==> src/rtl/assert_macros.svh <==
// ----------------------------------------------------------------------------
// assertion macros
// concurrent checks, compiled away when SYNTH is defined
// ----------------------------------------------------------------------------
`ifndef ASSERT_MACROS_SVH
`define ASSERT_MACROS_SVH
`ifndef SYNTH
`define ASSERT_IMPLIES(lbl, clk, rst_n, a, c) \
	lbl: assert property (@(posedge clk) disable iff (!rst_n) (a) |-> (c)) \
		else $error("assertion failed");
`define ASSERT_NEXT(lbl, clk, rst_n, a, c) \
	lbl: assert property (@(posedge clk) disable iff (!rst_n) (a) |=> (c)) \
		else $error("assertion failed");
`else
`define ASSERT_IMPLIES(lbl, clk, rst_n, a, c)
`define ASSERT_NEXT(lbl, clk, rst_n, a, c)
`endif
`endif

==> src/rtl/sha_pkg.sv <==
// ----------------------------------------------------------------------------
// sha_pkg
// shared types and constants of the sha-256 stream hasher
// ----------------------------------------------------------------------------
package sha_pkg;

	localparam int BLOCK_BITS  = 512;
	localparam int QUEUE_DEPTH = 2;

	localparam logic [5:0] LEN_POS  = 6'd56;
	localparam logic [5:0] LAST_POS = 6'd63;
	localparam logic [7:0] PAD_BYTE = 8'h80;

	// one block handed from the front to the compression engine
	typedef struct packed {
		logic [BLOCK_BITS-1:0] blk;
		logic                  last;
	} job_t;

	localparam logic [31:0] INIT_HASH [8] = '{
		32'h6a09e667, 32'hbb67ae85, 32'h3c6ef372, 32'ha54ff53a,
		32'h510e527f, 32'h9b05688c, 32'h1f83d9ab, 32'h5be0cd19};

endpackage

==> src/rtl/sha_front.sv <==
// ----------------------------------------------------------------------------
// sha_front
// collects message bytes into blocks, appends pad and length at end
// ----------------------------------------------------------------------------
module sha_front (
	input  logic              clk,
	input  logic              arst_n,
	input  logic              in_valid,
	output logic              in_ready,
	input  logic [7:0]        data_byte,
	input  logic              byte_valid,
	input  logic              end_of_message,
	output logic              job_push,
	output sha_pkg::job_t     job,
	input  logic              job_ready
);

	localparam logic ST_ACCEPT = 1'b0;
	localparam logic ST_PAD    = 1'b1;

	logic         state_q;
	logic [503:0] blk_q;
	logic [5:0]   fill_q;
	logic [60:0]  len_q;
	logic         pad_sent_q;
	logic         len_flag_q;

	logic         push;
	logic [7:0]   pbyte;
	logic         len_active;
	logic [63:0]  bits;
	logic [5:0]   bsel;
	logic         accepted;

	assign bits       = {len_q, 3'b000};
	assign bsel       = {~fill_q[2:0], 3'b000};
	assign len_active = pad_sent_q && (len_flag_q || fill_q == sha_pkg::LEN_POS);
	assign in_ready   = (state_q == ST_ACCEPT) && (fill_q != sha_pkg::LAST_POS || job_ready);
	assign accepted   = in_valid && in_ready;

	always_comb begin
		if (state_q == ST_ACCEPT) begin
			push  = accepted && byte_valid;
			pbyte = data_byte;
		end else begin
			push = (fill_q != sha_pkg::LAST_POS) || job_ready;
			if (!pad_sent_q)
				pbyte = sha_pkg::PAD_BYTE;
			else if (len_active)
				pbyte = bits[bsel +: 8];
			else
				pbyte = 8'h00;
		end
	end

	assign job_push = push && (fill_q == sha_pkg::LAST_POS);
	assign job.blk  = {blk_q, pbyte};
	assign job.last = (state_q == ST_PAD) && len_active;

	always_ff @(posedge clk) begin
		if (push)
			blk_q <= {blk_q[495:0], pbyte};
	end

	always_ff @(posedge clk or negedge arst_n) begin
		if (!arst_n) begin
			state_q    <= ST_ACCEPT;
			fill_q     <= '0;
			len_q      <= '0;
			pad_sent_q <= 1'b0;
			len_flag_q <= 1'b0;
		end else begin
			if (push)
				fill_q <= fill_q + 6'd1;
			if (accepted) begin
				if (byte_valid)
					len_q <= len_q + 61'd1;
				if (end_of_message) begin
					state_q    <= ST_PAD;
					pad_sent_q <= 1'b0;
					len_flag_q <= 1'b0;
				end
			end
			if (state_q == ST_PAD && push) begin
				pad_sent_q <= 1'b1;
				if (pad_sent_q && fill_q == sha_pkg::LEN_POS)
					len_flag_q <= 1'b1;
				if (job_push && job.last) begin
					state_q    <= ST_ACCEPT;
					len_q      <= '0;
					len_flag_q <= 1'b0;
				end
			end
		end
	end

endmodule

==> src/rtl/sha_queue.sv <==
// ----------------------------------------------------------------------------
// sha_queue
// small block queue between front and compression engine
// ----------------------------------------------------------------------------
module sha_queue #(
	parameter int DEPTH = sha_pkg::QUEUE_DEPTH
) (
	input  logic          clk,
	input  logic          arst_n,
	input  logic          push,
	input  sha_pkg::job_t wdata,
	output logic          ready,
	output logic          valid,
	input  logic          pop,
	output sha_pkg::job_t rdata
);

	`include "assert_macros.svh"

	localparam int AW = $clog2(DEPTH);

	sha_pkg::job_t mem [DEPTH];
	logic [AW-1:0] wr_q;
	logic [AW-1:0] rd_q;
	logic [AW:0]   cnt_q;

	assign ready = cnt_q != DEPTH[AW:0];
	assign valid = cnt_q != '0;
	assign rdata = mem[rd_q];

	always_ff @(posedge clk) begin
		if (push)
			mem[wr_q] <= wdata;
	end

	always_ff @(posedge clk or negedge arst_n) begin
		if (!arst_n) begin
			wr_q  <= '0;
			rd_q  <= '0;
			cnt_q <= '0;
		end else begin
			if (push)
				wr_q <= (wr_q == AW'(DEPTH - 1)) ? '0 : wr_q + 1'b1;
			if (pop)
				rd_q <= (rd_q == AW'(DEPTH - 1)) ? '0 : rd_q + 1'b1;
			cnt_q <= cnt_q + (AW+1)'(push) - (AW+1)'(pop);
		end
	end

	`ASSERT_IMPLIES(a_no_overflow, clk, arst_n, push, ready)
	`ASSERT_IMPLIES(a_no_underflow, clk, arst_n, pop, valid)
	`ASSERT_NEXT(a_count_up, clk, arst_n, push && !pop, cnt_q == $past(cnt_q) + 1'b1)

endmodule

==> src/rtl/sha_back.sv <==
// ----------------------------------------------------------------------------
// sha_back
// one-round-per-cycle compression and digest output
// ----------------------------------------------------------------------------
module sha_back (
	input  logic          clk,
	input  logic          arst_n,
	input  logic          job_valid,
	output logic          job_pop,
	input  sha_pkg::job_t job,
	output logic          out_valid,
	input  logic          out_ready,
	output logic [31:0]   digest_word,
	output logic [2:0]    word_index,
	output logic          last_word
);

	`include "assert_macros.svh"

	localparam logic [1:0] ST_IDLE  = 2'd0;
	localparam logic [1:0] ST_ROUND = 2'd1;
	localparam logic [1:0] ST_ADD   = 2'd2;
	localparam logic [1:0] ST_OUT   = 2'd3;

	localparam logic [31:0] K [64] = '{
		32'h428a2f98,32'h71374491,32'hb5c0fbcf,32'he9b5dba5,32'h3956c25b,32'h59f111f1,
		32'h923f82a4,32'hab1c5ed5,32'hd807aa98,32'h12835b01,32'h243185be,32'h550c7dc3,
		32'h72be5d74,32'h80deb1fe,32'h9bdc06a7,32'hc19bf174,32'he49b69c1,32'hefbe4786,
		32'h0fc19dc6,32'h240ca1cc,32'h2de92c6f,32'h4a7484aa,32'h5cb0a9dc,32'h76f988da,
		32'h983e5152,32'ha831c66d,32'hb00327c8,32'hbf597fc7,32'hc6e00bf3,32'hd5a79147,
		32'h06ca6351,32'h14292967,32'h27b70a85,32'h2e1b2138,32'h4d2c6dfc,32'h53380d13,
		32'h650a7354,32'h766a0abb,32'h81c2c92e,32'h92722c85,32'ha2bfe8a1,32'ha81a664b,
		32'hc24b8b70,32'hc76c51a3,32'hd192e819,32'hd6990624,32'hf40e3585,32'h106aa070,
		32'h19a4c116,32'h1e376c08,32'h2748774c,32'h34b0bcb5,32'h391c0cb3,32'h4ed8aa4a,
		32'h5b9cca4f,32'h682e6ff3,32'h748f82ee,32'h78a5636f,32'h84c87814,32'h8cc70208,
		32'h90befffa,32'ha4506ceb,32'hbef9a3f7,32'hc67178f2};

	function automatic logic [31:0] ror(input logic [31:0] x, input int r);
		ror = (x >> r) | (x << (32 - r));
	endfunction

	logic [1:0]  state_q;
	logic [5:0]  rnd_q;
	logic [2:0]  idx_q;
	logic        last_q;
	logic [31:0] chain_q [8];
	logic [31:0] v_q [8];
	logic [31:0] w_q [16];

	logic [31:0] s0, s1, big0, big1, ch, maj, t1, t2, wnew;

	always_comb begin
		big1 = ror(v_q[4], 6) ^ ror(v_q[4], 11) ^ ror(v_q[4], 25);
		ch   = (v_q[4] & v_q[5]) ^ (~v_q[4] & v_q[6]);
		t1   = v_q[7] + big1 + ch + K[rnd_q] + w_q[0];
		big0 = ror(v_q[0], 2) ^ ror(v_q[0], 13) ^ ror(v_q[0], 22);
		maj  = (v_q[0] & v_q[1]) ^ (v_q[0] & v_q[2]) ^ (v_q[1] & v_q[2]);
		t2   = big0 + maj;
		s0   = ror(w_q[1], 7) ^ ror(w_q[1], 18) ^ (w_q[1] >> 3);
		s1   = ror(w_q[14], 17) ^ ror(w_q[14], 19) ^ (w_q[14] >> 10);
		wnew = w_q[0] + s0 + w_q[9] + s1;
	end

	assign job_pop     = (state_q == ST_IDLE) && job_valid;
	assign out_valid   = state_q == ST_OUT;
	assign digest_word = chain_q[idx_q];
	assign word_index  = idx_q;
	assign last_word   = idx_q == 3'd7;

	// working variables and schedule window
	always_ff @(posedge clk) begin
		unique case (state_q)
			ST_IDLE: begin
				if (job_valid) begin
					for (int i = 0; i < 16; i++)
						w_q[i] <= job.blk[511 - 32*i -: 32];
					for (int i = 0; i < 8; i++)
						v_q[i] <= chain_q[i];
				end
			end
			ST_ROUND: begin
				for (int i = 0; i < 15; i++)
					w_q[i] <= w_q[i+1];
				w_q[15] <= wnew;
				v_q[7]  <= v_q[6];
				v_q[6]  <= v_q[5];
				v_q[5]  <= v_q[4];
				v_q[4]  <= v_q[3] + t1;
				v_q[3]  <= v_q[2];
				v_q[2]  <= v_q[1];
				v_q[1]  <= v_q[0];
				v_q[0]  <= t1 + t2;
			end
			default: ;
		endcase
	end

	always_ff @(posedge clk or negedge arst_n) begin
		if (!arst_n) begin
			state_q <= ST_IDLE;
			rnd_q   <= '0;
			idx_q   <= '0;
			last_q  <= 1'b0;
			for (int i = 0; i < 8; i++)
				chain_q[i] <= sha_pkg::INIT_HASH[i];
		end else begin
			unique case (state_q)
				ST_IDLE: begin
					if (job_valid) begin
						last_q  <= job.last;
						rnd_q   <= '0;
						state_q <= ST_ROUND;
					end
				end
				ST_ROUND: begin
					rnd_q <= rnd_q + 6'd1;
					if (rnd_q == 6'd63)
						state_q <= ST_ADD;
				end
				ST_ADD: begin
					for (int i = 0; i < 8; i++)
						chain_q[i] <= chain_q[i] + v_q[i];
					idx_q   <= '0;
					state_q <= last_q ? ST_OUT : ST_IDLE;
				end
				ST_OUT: begin
					if (out_ready) begin
						idx_q <= idx_q + 3'd1;
						if (idx_q == 3'd7) begin
							for (int i = 0; i < 8; i++)
								chain_q[i] <= sha_pkg::INIT_HASH[i];
							state_q <= ST_IDLE;
						end
					end
				end
				default: state_q <= ST_IDLE;
			endcase
		end
	end

	`ASSERT_NEXT(a_rounds_end, clk, arst_n, state_q == ST_ROUND && rnd_q == 6'd63,
		state_q == ST_ADD)
	`ASSERT_NEXT(a_digest_done, clk, arst_n, out_valid && out_ready && last_word,
		state_q == ST_IDLE && chain_q[0] == sha_pkg::INIT_HASH[0])
	`ASSERT_NEXT(a_mid_block, clk, arst_n, state_q == ST_ADD && !last_q, state_q == ST_IDLE)

endmodule

==> src/rtl/sha256_stream_hasher_core.sv <==
// intake: a byte beat is taken when in_valid and in_ready are both high; the compression
//   engine does load, 64 rounds and chaining add per block, one round per cycle
// throughput: up to one beat per cycle outside padding while the queue has room;
//   the sustained rate is set by the single round unit
// end of message: front adds pad byte, zeros and 64-bit length, then 8 digest beats
// reset: chaining words to the initial hash, counters and queue cleared, buffer undefined
// ----------------------------------------------------------------------------
// sha256_stream_hasher_core
// sha-256 over a byte stream, digest out as eight 32-bit beats
// ----------------------------------------------------------------------------
module sha256_stream_hasher_core #(
	parameter int QUEUE_DEPTH = sha_pkg::QUEUE_DEPTH
) (
	input  logic        clk,
	input  logic        arst_n,
	// input beats: one optional byte, optional end of message
	input  logic        in_valid,
	output logic        in_ready,
	input  logic [7:0]  data_byte,
	input  logic        byte_valid,
	input  logic        end_of_message,
	// digest beats, most significant word first
	output logic        out_valid,
	input  logic        out_ready,
	output logic [31:0] digest_word,
	output logic [2:0]  word_index,
	output logic        last_word
);

	// full blocks travel from the byte collector to the round engine
	sha_pkg::job_t push_job;
	sha_pkg::job_t pop_job;
	logic          job_push;
	logic          job_ready;
	logic          job_valid;
	logic          job_pop;

	// front: byte collection, padding and length append
	sha_front u_front (
		.clk            (clk),
		.arst_n         (arst_n),
		.in_valid       (in_valid),
		.in_ready       (in_ready),
		.data_byte      (data_byte),
		.byte_valid     (byte_valid),
		.end_of_message (end_of_message),
		.job_push       (job_push),
		.job            (push_job),
		.job_ready      (job_ready)
	);

	// block queue lets the front keep filling while rounds run
	sha_queue #(
		.DEPTH (QUEUE_DEPTH)
	) u_queue (
		.clk    (clk),
		.arst_n (arst_n),
		.push   (job_push),
		.wdata  (push_job),
		.ready  (job_ready),
		.valid  (job_valid),
		.pop    (job_pop),
		.rdata  (pop_job)
	);

	// back: compression rounds and digest beats
	sha_back u_back (
		.clk         (clk),
		.arst_n      (arst_n),
		.job_valid   (job_valid),
		.job_pop     (job_pop),
		.job         (pop_job),
		.out_valid   (out_valid),
		.out_ready   (out_ready),
		.digest_word (digest_word),
		.word_index  (word_index),
		.last_word   (last_word)
	);

endmodule
==> config.mk <==
export PLATFORM = sky130hd
export DESIGN_NAME = sha256_stream_hasher_core
export DESIGN_NICKNAME = d
export VERILOG_FILES = /design/src/rtl/sha_pkg.sv /design/src/rtl/sha_front.sv /design/src/rtl/sha_queue.sv /design/src/rtl/sha_back.sv /design/src/rtl/sha256_stream_hasher_core.sv
export VERILOG_INCLUDE_DIRS = /design/src /design/src/rtl
export SDC_FILE = /design/constraint.sdc
export NUM_CORES = 2
export LEC_CHECK = 0
export BUFFER_PORTS_ARGS = -buffer_cell sky130_fd_sc_hd__buf_2
export CAP_MARGIN = 20
export CELL_PAD_IN_SITES_DETAIL_PLACEMENT = 1
export CELL_PAD_IN_SITES_GLOBAL_PLACEMENT = 1
export CORE_UTILIZATION = 57
export DETAILED_ROUTE_END_ITERATION = 6
export GPL_TIMING_DRIVEN = 1
export PLACE_DENSITY = 0.93
export SLEW_MARGIN = 0
export SYNTH_ARGS = -nofsm -noshare
export SYNTH_HDL_FRONTEND = slang
export SYNTH_HIERARCHICAL = 1
export SYNTH_SLANG_ARGS = --single-unit
==> constraint.sdc <==
create_clock -name clk -period 72.2 [get_ports clk]
set_clock_uncertainty 0.15 [all_clocks]
set_input_delay 14.44 -clock clk [delete_from_list [all_inputs] [get_ports clk]]
set_output_delay 14.44 -clock clk [all_outputs]
set_load 0.01 [all_outputs]
# Yosys cells after proc, flatten, opt, wreduce, memory -nomap -nowiden
# Memories as Yosys holds them, arrays and structs flattened.
# Index checks and enable logic that the tools add are counted.
[word_totals]
out_inout_bits = 38
mem_count = 4
latchBits = 0
romBits = 2048
ff_bits = 846
mem_bits_rw = 1794
word_cells = 217
in_bits = 14
[op_classes]
n_mul = 0
eq_ne = 13
n_lt_le_gt_ge = 2
div = 0
addsub = 26
bitwise = 55
shifts = 1
n_reduce_logical = 24
mux = 71
[memory_table]
columns = ["memory", "depth", "width", "read_ports", "rd_clocked_by_memory_dff", "write_ports", "line", "text"]
rows = [
  ["(no name shown)", 64, 32, 1, 0, 0, "sha_back.sv:55", "t1 = v_q[7] + big1 + ch + K[rnd_q] + w_q[0];"],
  ["u_queue.mem", 2, 513, 1, 0, 1, "sha_queue.sv:22", "sha_pkg::job_t mem [DEPTH];"],
  ["u_back.w_q", 16, 32, 16, 0, 16, "sha_back.sv:48", "logic [31:0] w_q [16];"],
  ["u_back.v_q", 8, 32, 8, 0, 8, "sha_back.sv:47", "logic [31:0] v_q [8];"],
]
[op_table]
columns = ["cell", "count"]
rows = [
  ["2-to-1 mux 32 bit", 28],
  ["adder 32 bit", 18],
  ["2-to-1 mux 256 bit", 2],
  ["one-hot mux 256 bit (2 select lines)", 1],
  ["bitwise XOR 32 bit", 9],
  ["2-to-1 mux 61 bit", 4],
  ["bitwise AND 32 bit", 5],
  ["binary-select mux 32 bit (select 3 bit)", 1],
  ["indexed part select 64 x 7 -> 8 bit", 1],
  ["adder 61 x 1 -> 61 bit (second input constant)", 1],
  ["inverter 32 bit", 1],
  ["bitwise OR 10 x 32 -> 32 bit", 1],
  ["bitwise OR 13 x 32 -> 32 bit", 1],
  ["bitwise OR 14 x 32 -> 32 bit", 1],
  ["bitwise OR 15 x 32 -> 32 bit", 1],
  ["bitwise OR 19 x 32 -> 32 bit", 1],
  ["bitwise OR 21 x 32 -> 32 bit", 1],
  ["bitwise OR 25 x 32 -> 32 bit", 1],
  ["bitwise OR 26 x 32 -> 32 bit", 1],
  ["bitwise OR 30 x 32 -> 32 bit", 1],
  ["bitwise OR 7 x 32 -> 32 bit", 1],
  ["bitwise XOR 32 x 22 -> 32 bit", 1],
  ["bitwise XOR 32 x 29 -> 32 bit", 1],
  ["2-to-1 mux 8 bit", 3],
  ["33 further kinds", 106],
]

# Logic depth before layout (Yosys ltp)
[logic_depth]
depth_word = 10
depth_mapped = 42
mapped_depth_nobuf = 41

# Modules after synthesis
# The synthesis kept the hierarchy.
[by_module_without_submodules]
columns = ["module", "seq_area_each_um2", "cells_per_inst", "area_each_um2", "instances"]
rows = [
  ["sha_back", 29938.7, 7788, 71135.7, 1],
  ["sha_queue", 30909.6, 1611, 39235.1, 1],
  ["sha_front", 16886.2, 961, 19446.2, 1],
]

# Worst setup path before layout
# No wires, ideal clock.
[synth_path]
path_type = "input to register"
from = "input byte_valid"
to = "register u_front.fill_q[5]"
t_arrival_ns = 41.538
setup_ns = 0.079
required_time_ns = 71.971
n_path_buf = 0
slack_ns = 30.433
stages = 5
cell_sequence = "a21oi_1 > a21oi_1 > and4_1 > and3_1 > xor2_1"
[synth_via]
elab_chain_cells = 2
[synth_lines]
columns = ["item", "line", "text"]
rows = [
  ["start: declaration", "sha256_stream_hasher_core.sv:20", "input logic byte_valid,"],
  ["logical AND 1 bit", "sha_front.sv:43", "push = accepted && byte_valid;"],
  ["2-to-1 mux 1 bit", "sha_front.sv:42", "if (state_q == ST_ACCEPT) begin"],
  ["net u_front.push", "sha_front.sv:28", "logic push;"],
  ["end signal: assignment", "sha_front.sv:74", "fill_q <= fill_q + 6'd1;"],
  ["end: declaration", "sha_front.sv:23", "logic [5:0] fill_q;"],
]
# The timed path passes the listed nets, and every way through them passes these cells.
# A chain may end at the register's enable or synchronous reset.

# Final worst setup path
[layout_path]
from = "input byte_valid"
to = "memory u_queue/mem[1][357] in the netlist's numbering (enable)"
[layout_via]
elab_chain_cells = 5
[layout_lines]
columns = ["item", "line", "text"]
rows = [
  ["logical AND 1 bit", "sha_front.sv:43", ""],
  ["2-to-1 mux 1 bit", "sha_front.sv:42", ""],
  ["logical AND 1 bit", "sha_front.sv:56", "assign job_push = push && (fill_q == sha_pkg::LAST_POS);"],
  ["net job_push", "sha256_stream_hasher_core.sv:33", "logic job_push;"],
  ["2-to-1 mux 1 bit", "sha_queue.sv:32", "if (push)"],
  ["2-to-1 mux 1 bit (implied by the code)", "sha_queue.sv:33", "mem[wr_q] <= wdata;"],
  ["end: declaration", "sha_queue.sv:22", ""],
]
# The timed path passes the listed nets, and every way through them passes these cells.

==> results.tsv <==
metric	value	unit
Layout area overhead	9.178	%
largest net degree at the start of global routing	176	
H-tree depth	5	
CTS Root Cell	clkbuf_16	
Skew-Pair Late Insertion Delay	960	ps
crit start category	input port	
die area	0.2297	mm^2
Final HPWL DP	270900	um
Min-Delay Path Class	reg -> reg	
drt first pass iters	6	
met3 Use GR	0.08391	
crit path DAT	19650	ps
routed length per instance	33.64	um
WP buf/inv	5	
Synth area leader	edfxtp_1	
crit path max fanout	57	
sequential area share after synthesis	0.5988	
max_slew headroom	0.02974	
GP Congestion	0.9850	
first-pass GRT wire length	661500	um
post-CTS setup buffers	0	
kind of critical path	in -> reg	
hold slack final	285.2	ps
crit path time final	19270	ps
synthesized flop and latch total	2640	
RSZ-0062 raised after global routing	false	
Setup TNS	0	ps
YS warnings	6	
CP Cell Sequence	buf_2 -> a21oi_1 -> nor3_1 -> and2_4 -> buf_4 -> buf_4 -> buf_4 -> buf_4	
cell family with most CP delay	buffers and inverters	
via count	90684	
Hold Path Sink	u_front/blk_q[294]	
CP max-delay cell	buf_4	
Critical Path RT	72590	ps
met1 Use GR	0.4618	
final antenna-violating net count	0	
final setup fails	0	
# IOs	52	
CORE AREA	0.2255	mm^2
CTS resizes	0	
vias in the first global route	95414	
Num Clock Sinks	2640	
Avg Inst Size Synth	12.53	um^2
synth unique cells	108	
delay of the slowest cell on the worst path	940	ps
clk buf depth	4	
nets	10942	
worst flop-to-flop path endpoint	u_back/v_q[0][31]	
post-DR vias/cell	6.701	
Hold Startpoint	u_front/blk_q[286]	
grt ovf	0	
Die Span Y	479.2	um
reg2reg setup slack	60670	ps
hold depth	0	
Starting Density	0.5756	
number of synthesized flops with an enable pin	2298	
crit path capture type	register	
R2R Path Start	u_back/rnd_q[1]	
CTS Buf Count	289	
Post-Synthesis Cells	10360	
Max Cap Viol	0	
Hold Violations, Final	0	
PortBufs	51	
CTS tree	done	
gr usage total	0.3936	
Synth Cell Area	0.1298	mm^2
R2R cell count	37	
GR Layer Usage met2	0.6573	
Site Rows	174	
Yosys top cell area share	0.5316	
actual transition at the worst max-transition pin	1455	ps
final-report max-slew violation count	0	
hold-fix buffers at CTS	0	
chip width	479.2	um
Post-Syn Nets	10969	
async set-reset flop share out of synthesis	0.1295	
status	finished clean	
top cells by area, synth	edfxtp_1, nand2_1, mux2_4	
fmax	51.90	MHz
initial antenna violation count	15	
CTS clk-pin slew, worst paths	70	ps
final wirelength	455200	um
most frequent CP cell	buf_4	
Post-route DRC	0	
layout cells sized above 1	0.1315	
fin crit share	0.2669	
top_reg_cell synth	edfxtp_1	
starting DRC count in detailed routing	10780	
grt peak-use layer	met2	
## final cells by class
| type | count | area, um^2 |
|---|---|---|
| clock inverter | 140 | 1374 |
| sequential | 2640 | 77750 |
| inverter | 284 | 1079 |
| multi-input combinational | 6961 | 48790 |
| fill | 21541 | 83810 |
| antenna | 7 | 17.52 |
| tap | 2992 | 3744 |
| clock buffer | 352 | 7697 |
| timing repair buffer | 157 | 1284 |
## synth_stat cells, types with 40 or more instances
library cell	n
o21ai_0	366
mux2_2	76
a21oi_1	526
a211oi_1	45
a21o_1	178
o21ai_1	62
nand3_1	117
xnor2_1	393
mux4_2	80
clkbuf_1	371
nor3_1	63
o31ai_1	65
edfxtp_1	2298
nor2_1	393
dfrtp_1	206
nand2_1	2559
nor2b_1	45
ha_1	400
xor2_1	204
inv_1	281
nand2b_1	64
nand4_1	47
or3_1	47
mux2_4	460
fa_1	195
o21a_1	40
dfstp_2	136
o21bai_1	43
## worst register-to-register path, delay by kind of cell, from the launching register on
kind,cells,cell delay (ps)
adders and majority gates,8,3320
buffers and inverters,7,1120
DFF,1,330
AOI/OAI and AO/OA,12,4260
and+or+nand+nor,9,1740
xor gates and xnor gates,1,390
## routing by layer
metal / wire length (um) / vias up
met2: 220800 / 5853
met4: 35610 / 18
met5: 193 / -
met3: 40230 / 1817
met1: 158400 / 46111
li1: - / 36885
## worst max path at each step
stage / to / cells past startpoint / from / slack [ps]
floorplan: u_front/fill_q[5] / 5 / byte_valid / 30430
global placement: u_queue/mem[1][213] / 8 / in_valid / 52550
detailed placement: u_queue/mem[1][213] / 8 / in_valid / 52230
CTS: u_queue/mem[1][357] / 8 / in_valid / 53070
global route: u_queue/mem[1][357] / 8 / in_valid / 52810
finish: u_queue/mem[1][357] / 8 / byte_valid / 52930
## state kept, by name, indices dropped and copies added (netlist names), 2 cells and up
| name | cells |
|---|---|
| u_back/rnd_q | 6 |
| u_front/len_q | 61 |
| u_queue/cnt_q | 2 |
| u_front/blk_q | 504 |
| u_back/chain_q | 256 |
| u_back/w_q | 512 |
| u_queue/mem | 1026 |
| u_back/v_q | 256 |
| u_back/word_index | 3 |
| u_front/fill_q | 6 |
| u_back/state_q | 2 |
## kinds of logic after synthesis
logic type,Yosys count,share of synthesized area
and+or+nand+nor,3493,0.1109
DFF,2640,0.5988
AOI/OAI and AO/OA,1613,0.07772
buffers and inverters,759,0.02602
muxes,640,0.07565
adders and majority gates,616,0.07024
xor gates and xnor gates,599,0.04063
## metrics by stage
| step | instance area [um^2] | cells | util | setup WS, ps |
|---|---|---|---|---|
| floorplan | 129800 | 10360 | - | 30430 |
| global placement | 132500 | 13026 | 0.5874 | 52550 |
| detailed placement | 132500 | 13027 | 0.5874 | 52230 |
| CTS | 141600 | 13519 | 0.6277 | 53070 |
| global route | 141700 | 13528 | 0.6283 | 52810 |
| finish | 141700 | 13533 | 0.6284 | 52930 |
## placed cells by master, fill, tap and decap left out, drive strengths merged, types with 63 or more instances in the layout
cell type	count
mux4	81
o21ai	428
nand3	119
inv	292
a21oi	527
clkinv	92
dfstp	136
xor2	204
xnor2	393
fa	195
edfxtp	2298
mux2	536
a21o	178
buf	157
nand2b	64
nand2	2559
o31ai	68
nor3	63
dfrtp	206
ha	400
nor2	393
clkbuf	352
Power is not shown: default switching activity piles up to over one toggle a cycle in this logic, so the estimate is an artifact.
